==> src/ghist_pkg.sv <==
// Shared types, constants and helpers for the grey-level histogram.
package ghist_pkg;

  localparam int unsigned NumBins = 256;
  localparam int unsigned IdxW    = $clog2(NumBins);
  localparam int unsigned CountW  = 24;
  localparam int unsigned PixW    = 8;
  localparam int unsigned ActW    = 2;

  localparam logic [PixW-1:0] WhitePixel = 8'hFF;

  typedef logic [CountW-1:0] count_t;
  typedef logic [IdxW-1:0]   idx_t;
  typedef logic [PixW-1:0]   pix_t;

  typedef enum logic [ActW-1:0] {
    ACT_ADD   = 2'd0,
    ACT_CLEAR = 2'd1,
    ACT_QUERY = 2'd2
  } action_e;

  // bin table request for one cycle
  typedef struct packed {
    logic rd_en;
    idx_t rd_idx;
    logic wr_en;
    idx_t wr_idx;
    logic clr;
  } bin_req_t;

  // running statistics request
  typedef struct packed {
    logic add;
    logic clr;
  } stat_req_t;

  function automatic count_t sat_inc(input count_t x);
    count_t r;
    if (x == {CountW{1'b1}}) begin
      r = x;
    end else begin
      r = x + count_t'(1);
    end
    return r;
  endfunction

endpackage

==> src/ghist_stats.sv <==
// Saturating pixel total and running peak bin count.
module ghist_stats (
  input  logic                 clk_i,
  input  logic                 rst_ni,
  input  ghist_pkg::stat_req_t req_i,
  input  ghist_pkg::count_t    bin_new_i,
  output ghist_pkg::count_t    total_o,
  output ghist_pkg::count_t    peak_o
);
  import ghist_pkg::*;

  count_t total_q, total_d;
  count_t peak_q, peak_d;

  always_comb begin
    total_d = total_q;
    peak_d  = peak_q;
    if (req_i.clr) begin
      total_d = '0;
      peak_d  = '0;
    end else if (req_i.add) begin
      total_d = sat_inc(total_q);
      if (bin_new_i > peak_q) begin
        peak_d = bin_new_i;
      end
    end
  end

  always_ff @(posedge clk_i or negedge rst_ni) begin
    if (!rst_ni) begin
      total_q <= '0;
      peak_q  <= '0;
    end else begin
      total_q <= total_d;
      peak_q  <= peak_d;
    end
  end

  // values after the current step
  assign total_o = total_d;
  assign peak_o  = peak_d;

endmodule

==> config.mk <==
export PLATFORM = sky130hd
export DESIGN_NAME = ghist_stats
export DESIGN_NICKNAME = d
export VERILOG_FILES = /design/src/ghist_pkg.sv /design/src/ghist_stats.sv
export SDC_FILE = /design/constraint.sdc
export NUM_CORES = 1
export LEC_CHECK = 0
export BUFFER_PORTS_ARGS = -buffer_cell sky130_fd_sc_hd__buf_2
export CAP_MARGIN = 20
export CORE_MARGIN = 5
export CORE_UTILIZATION = 40
export DETAILED_ROUTE_END_ITERATION = 10
export PLACE_DENSITY = 0.67
export SLEW_MARGIN = 40
export SYNTH_ARGS = -nofsm -noshare
export SYNTH_HDL_FRONTEND = slang
export SYNTH_SLANG_ARGS = --single-unit
==> constraint.sdc <==
create_clock -name clk_i -period 3.77 [get_ports clk_i]
set_input_delay 0.1885 -clock clk_i [delete_from_list [all_inputs] [get_ports clk_i]]
set_output_delay 0.1885 -clock clk_i [all_outputs]
set_load 0.02 [all_outputs]
== Yosys cells after proc, flatten, opt, wreduce, memory -nomap -nowiden ==
Index checks and enable logic that the tools add are counted.
Word-level totals
  register bits after elaboration: 48
  bits in latches: 0
  RAM bits: 0
  memory bits (read-only): 0
  bits of input ports: 28
  output and inout bits: 48
  word-level logic and storage cells: 11
  memories: 0
Operators by class
  add/sub/neg operators: 1
  multiply operators: 0
  div/mod/pow operators: 0
  order comparisons: 1
  equality and inequality tests: 1
  shifts and indexed selects: 0
  muxes and demuxes: 6
  bitwise gates (word level): 0
  reductions and logical operators: 0
Operator list (number)
  2-to-1 mux 24 bit: 6
  adder 24 x 1 -> 24 bit, second input constant: 1
  equality test 24 bit, second input constant: 1
  > comparator 24 bit: 1

== Depth between registers and ports, before layout ==
  depth in word-level cells: 4
  depth in mapped cells: 10
  mapped depth without buffers: 8

== Worst setup path after synthesis ==
Ideal clock, no wire load.
  kind: register to register
  start point: register peak_q[22]
  end point: register peak_q[17]
  library setup time: 221 ps
  data arrival time: 2508 ps
  required time: 3549 ps
  path slack: 1041 ps
  stages on the path, launching flop included: 8
  buffers on the path: 1
  clock period less this slack: 2729 ps
  cell sequence: dfrtp_1 -> inv_1 -> ha_1 -> nand4_1 -> nor4_1 -> a21boi_0 -> clkbuf_1 -> o311ai_0
On the way
  word-level cells in the longest chain between the ends: 4
Ends and longest elaborated chain
  start, declared: line ghist_stats.sv:13  | count_t peak_q, peak_d;
  start signal, assigned: line ghist_stats.sv:35  | peak_q <= peak_d;
  > comparator 24 bit: line ghist_stats.sv:23  | if (bin_new_i > peak_q) begin
  2-to-1 mux 24 bit: line ghist_stats.sv:23
  2-to-1 mux 24 bit: line ghist_stats.sv:21  | end else if (req_i.add) begin
  2-to-1 mux 24 bit: line ghist_stats.sv:18  | if (req_i.clr) begin
  named net peak_o[17]: line ghist_stats.sv:8  | output ghist_pkg::count_t peak_o
The timed path passes the listed nets, and every way through them passes these cells.

== Final worst setup path ==
  start point: register peak_q[22]
  end point: output port peak_o[18]
On the way
  word-level cells in the longest chain between the ends: 4
Ends and longest elaborated chain (line)
  > comparator 24 bit: ghist_stats.sv:23
  2-to-1 mux 24 bit: ghist_stats.sv:23
  2-to-1 mux 24 bit: ghist_stats.sv:21
  2-to-1 mux 24 bit: ghist_stats.sv:18
  end, declared: ghist_stats.sv:8
No other way between the ends.

==> metrics.md <==
| Metric | Value |
|---|---|
| Number of antenna cells inserted | `0` |
| Power density relative to cell area | `323.6 nW/um2` |
| H-tree levels | `2` |
| Worst min path class | `primary input to flop` |
| Final worst path period need | `3.567 ns` |
| Total routing resource utilization after global routing | `0.1848` |
| Synthesized netlist net count | `between 300 and 400` |
| Kind of critical path | `flop to primary output` |
| Busiest layer in global routing | `met2` |
| Critical register-to-register path startpoint | `peak_q[22]` |
| Core ar. | `a little under 8000 um2` |
| Buffers added on ports | `75` |
| Startpoint of the worst hold path | `bin_new_i[0]` |
| Register clock-pin slew on the reported worst setup and hold paths | `approximately 0.10 ns` |
| Root buffer cell | `sky130_fd_sc_hd__clkbuf_8` |
| Final WL | `8.863 mm` |
| Met3 track utilization from global routing | `0.03326` |
| Final design utilization | `0.4840` |
| First drt pass iteration count | `4` |
| Primary FF master, synth | `sky130_fd_sc_hd__dfrtp_1` |
| Final routed wire length divided by cell count | `around 17 um` |
| Highest ir drop seen on vdd | `roughly 0.16 mV` |
| Fraction of post-synthesis cell area in the top cell type by area | `0.3808` |
| Clock insertion delay at the later pin of the skew report | `roughly 0.30 ns` |
| Cell row count | `32` |
| Count leader, synth | `sky130_fd_sc_hd__dfrtp_1` |
| Sequential area share after synthesis | `0.3808` |
| Total half-perimeter wirelength after legalization and detailed placement | `6.263 mm` |
| Post-synth cell types | `43` |
| Minimum setup slack in the final design | `0.2030 ns` |
| DRC violation count after routing | `0` |
| Floorplan die height | `slightly below 100 um` |
| CTS tree | `built` |
| Worst-path maximum fanout | `37` |
| Layout-stage area growth over the synthesis result | `17.97%` |
| Post-Synthesis Cell Area | `3154 um2` |
| CP Launch Type | `flop` |
| Remaining global-route overflow | `0` |
| Starting utilization of the core area | `0.4103` |
| Outcome | `finished clean` |
| Pin count of the biggest net entering global routing | `51` |
| Proportion of layout cells with a drive suffix above 1 | `0.2438` |
| Largest cells by area after synthesis | `sky130_fd_sc_hd__dfrtp_1, sky130_fd_sc_hd__ha_1, sky130_fd_sc_hd__nand4_1` |
| Clock share of power | `0.277` |
| Pins Over Slew Limit | `0` |
| Final ANT Viol Nets | `0` |
| Transition time at the pin with the least slew margin | `approximately 0.71 ns` |
| Buffers from clock root to sink, at most | `2` |
| Cell taking the most area after synthesis | `sky130_fd_sc_hd__dfrtp_1` |
| EDFF count, synth | `0` |
| Power dissipated by switching net loads | `~410 uW` |
| Post-route clock period utilization | `0.9462` |
| Worst setup slack before clock tree synthesis | `approximately 0.64 ns` |
| Warnings from Yosys | `0` |
| GRT met2 Usage | `0.2841` |
| Hold Crit Depth | `3` |
| Vias in the first global route | `2924` |
| Average footprint of a synthesized cell | `9.223 um2` |
| Layout net count | `458` |
| Detailed-route via count | `between 3000 and 4000` |
| Critical Path AT | `3.38 ns` |
| Share of power burned in combinational logic | `0.257` |
| Switching Fraction | `0.3406` |
| Iter 0 DRT Violations | `about 220` |
| Static leakage | `between 0.0015 and 0.002 uW` |
| Type of destination of the critical path | `primary output` |
| Die area | `between 9000 and 10000 um2` |
| Count of final setup violators | `0` |
| Required time at the worst-slack endpoint | `approximately 3.6 ns` |
| Worst R2R End | `peak_q[18]` |
| Hold endpoint | `peak_q[0]` |
| Number of instances in the synthesized netlist | `about 340` |
| Maximum achievable frequency | `around 0.28 GHz` |
| RSZ-0062 raised after global routing | `false` |
| P_int | `slightly below 800 uW` |
| GRT met1 Usage | `0.2726` |
| Placer Congestion | `0.8392` |
| Total power draw | `1204 uW` |
| Final hold violation count | `0` |
| Normalized max-slew margin | `0.5181` |
| Die X-Extent | `a little under 100 um` |
| Number of filler cells placed in the layout | `~770` |
| Worst R2R Setup Slack | `approximately 0.80 ns` |
| Post-CTS setup buffer count | `0` |
| Flop and latch count out of synthesis | `48` |
| Total CTS buffers | `5` |
| Final Skew | `slightly below 0.008 ns` |
| Max cap viols | `0` |
| Number of antenna violations at the first check in global routing | `0` |
| WHS | `about 0.23 ns` |
| First-pass GRT wire length | `14.96 mm` |
| Async set or reset register ratio after synthesis | `1.000` |
| Vias per Instance | `5.994` |
| Setup_tns | `0 ns` |
| Reg2reg path depth | `7` |
| Most instantiated cells after synthesis | `sky130_fd_sc_hd__dfrtp_1, sky130_fd_sc_hd__nand4_1, sky130_fd_sc_hd__ha_1, sky130_fd_sc_hd__inv_1, sky130_fd_sc_hd__o2111ai_1` |
| Clock Sinks | `48` |
| Top-level I/O count | `76` |
| Reg power frac | `0.465` |
==> worst max-delay path by stage <==
stage	start	endpoint	slack, ns
after CTS	peak_q[22]	peak_o[18]	0.31
final	peak_q[22]	peak_o[18]	0.20
after floorplan	peak_q[22]	peak_q[17]	1.04
after detailed placement	peak_q[22]	peak_o[18]	0.64
after global placement	peak_q[19]	peak_o[18]	0.74
after global routing	peak_q[22]	peak_o[17]	0.02
==> layout by cell type, fill, tap and decap left out, types with 2 or more instances in the layout <==
| cell type | instances |
|---|---|
| sky130_fd_sc_hd__nor2_1 | 23 |
| sky130_fd_sc_hd__xnor2_1 | 13 |
| sky130_fd_sc_hd__nor3b_1 | 2 |
| sky130_fd_sc_hd__o311ai_0 | 23 |
| sky130_fd_sc_hd__and3_1 | 3 |
| sky130_fd_sc_hd__o21ai_0 | 7 |
| sky130_fd_sc_hd__and4_1 | 2 |
| sky130_fd_sc_hd__nor4_1 | 7 |
| sky130_fd_sc_hd__nor4b_1 | 3 |
| sky130_fd_sc_hd__nor2b_1 | 2 |
| sky130_fd_sc_hd__buf_2 | 74 |
| sky130_fd_sc_hd__or3_1 | 2 |
| sky130_fd_sc_hd__nor3_1 | 7 |
| sky130_fd_sc_hd__nand2_1 | 16 |
| sky130_fd_sc_hd__nand4_1 | 34 |
| sky130_fd_sc_hd__buf_4 | 8 |
| sky130_fd_sc_hd__inv_1 | 25 |
| sky130_fd_sc_hd__dfrtp_1 | 48 |
| sky130_fd_sc_hd__a21oi_1 | 15 |
| sky130_fd_sc_hd__xor2_1 | 3 |
| sky130_fd_sc_hd__nand3_1 | 11 |
| sky130_fd_sc_hd__ha_1 | 25 |
| sky130_fd_sc_hd__clkinvlp_4 | 2 |
| sky130_fd_sc_hd__clkbuf_8 | 6 |
| sky130_fd_sc_hd__o2111ai_1 | 24 |
| sky130_fd_sc_hd__nand2b_1 | 2 |
==> routing by layer <==
metal  part of all wire  up-vias
met5                  0        -
met4             0.0094        0
met3              0.059        7
met2               0.46      104
met1               0.47     1484
li1                   -     1450
==> power groups by stage <==
stage                     Sequential [uW]  Combinational [uW]  Clock (uW)
after detailed placement              570                 308           0
after floorplan                       566                 197           0
after CTS                             560                 311         348
after global routing                  564                 347         369
final                                 560                 310         334
after global placement                569                 302           0
==> per-stage QoR <==
stage          instance area [um2]  std cells
2_1_floorplan                 3154        342
3_3_place_gp                  3602        498
3_5_place_dp                  3602        498
4_1_cts                       3710        507
5_1_grt                       3721        508
6_report                      3721        508
==> cell type report <==
type                            count  area, um2  share of cell area
Clock inverter                      2      15.01            0.004035
Clock buffer                        6      82.58             0.02219
Tap cell                          102      127.6             0.03430
Sequential cell                    48       1201              0.3228
Inverter                           26      98.84             0.02656
Multi-Input combinational cell    241       1755              0.4718
Timing Repair Buffer               83      440.4              0.1184
==> repair_timing <==
action	in CTS	in global routing
resized for setup	0	0
endpoints found under the hold margin	13	0
hold buffers	1	0
==> cell families (layout without fill, tap and decap cells) <==
kind of cell | Yosys count | count (layout) | synth area share
buffers and inverters | 53 | 117 | 0.06545
AOI/OAI and AO/OA | 77 | 77 | 0.1845
xor gates and xnor gates | 16 | 16 | 0.04443
DFF | 48 | 48 | 0.3808
and+or+nand+nor | 123 | 123 | 0.2257
adders and majority gates | 25 | 25 | 0.09917
==> sequential cells by signal, summed over array words and instances (netlist names) <==
name / cells
total_q: 24
peak_q: 24
==> worst max-delay path: stages, from the launching register on <==
cell	delay [ns]
sky130_fd_sc_hd__dfrtp_1	0.36
sky130_fd_sc_hd__inv_1	0.05
sky130_fd_sc_hd__ha_1	0.31
sky130_fd_sc_hd__nand4_1	0.17
sky130_fd_sc_hd__nor4_1	0.65
sky130_fd_sc_hd__a21boi_2	0.27
sky130_fd_sc_hd__buf_4	0.32
sky130_fd_sc_hd__o311ai_0	0.65
sky130_fd_sc_hd__buf_2	0.29
Power figures use the tool's default switching activity.
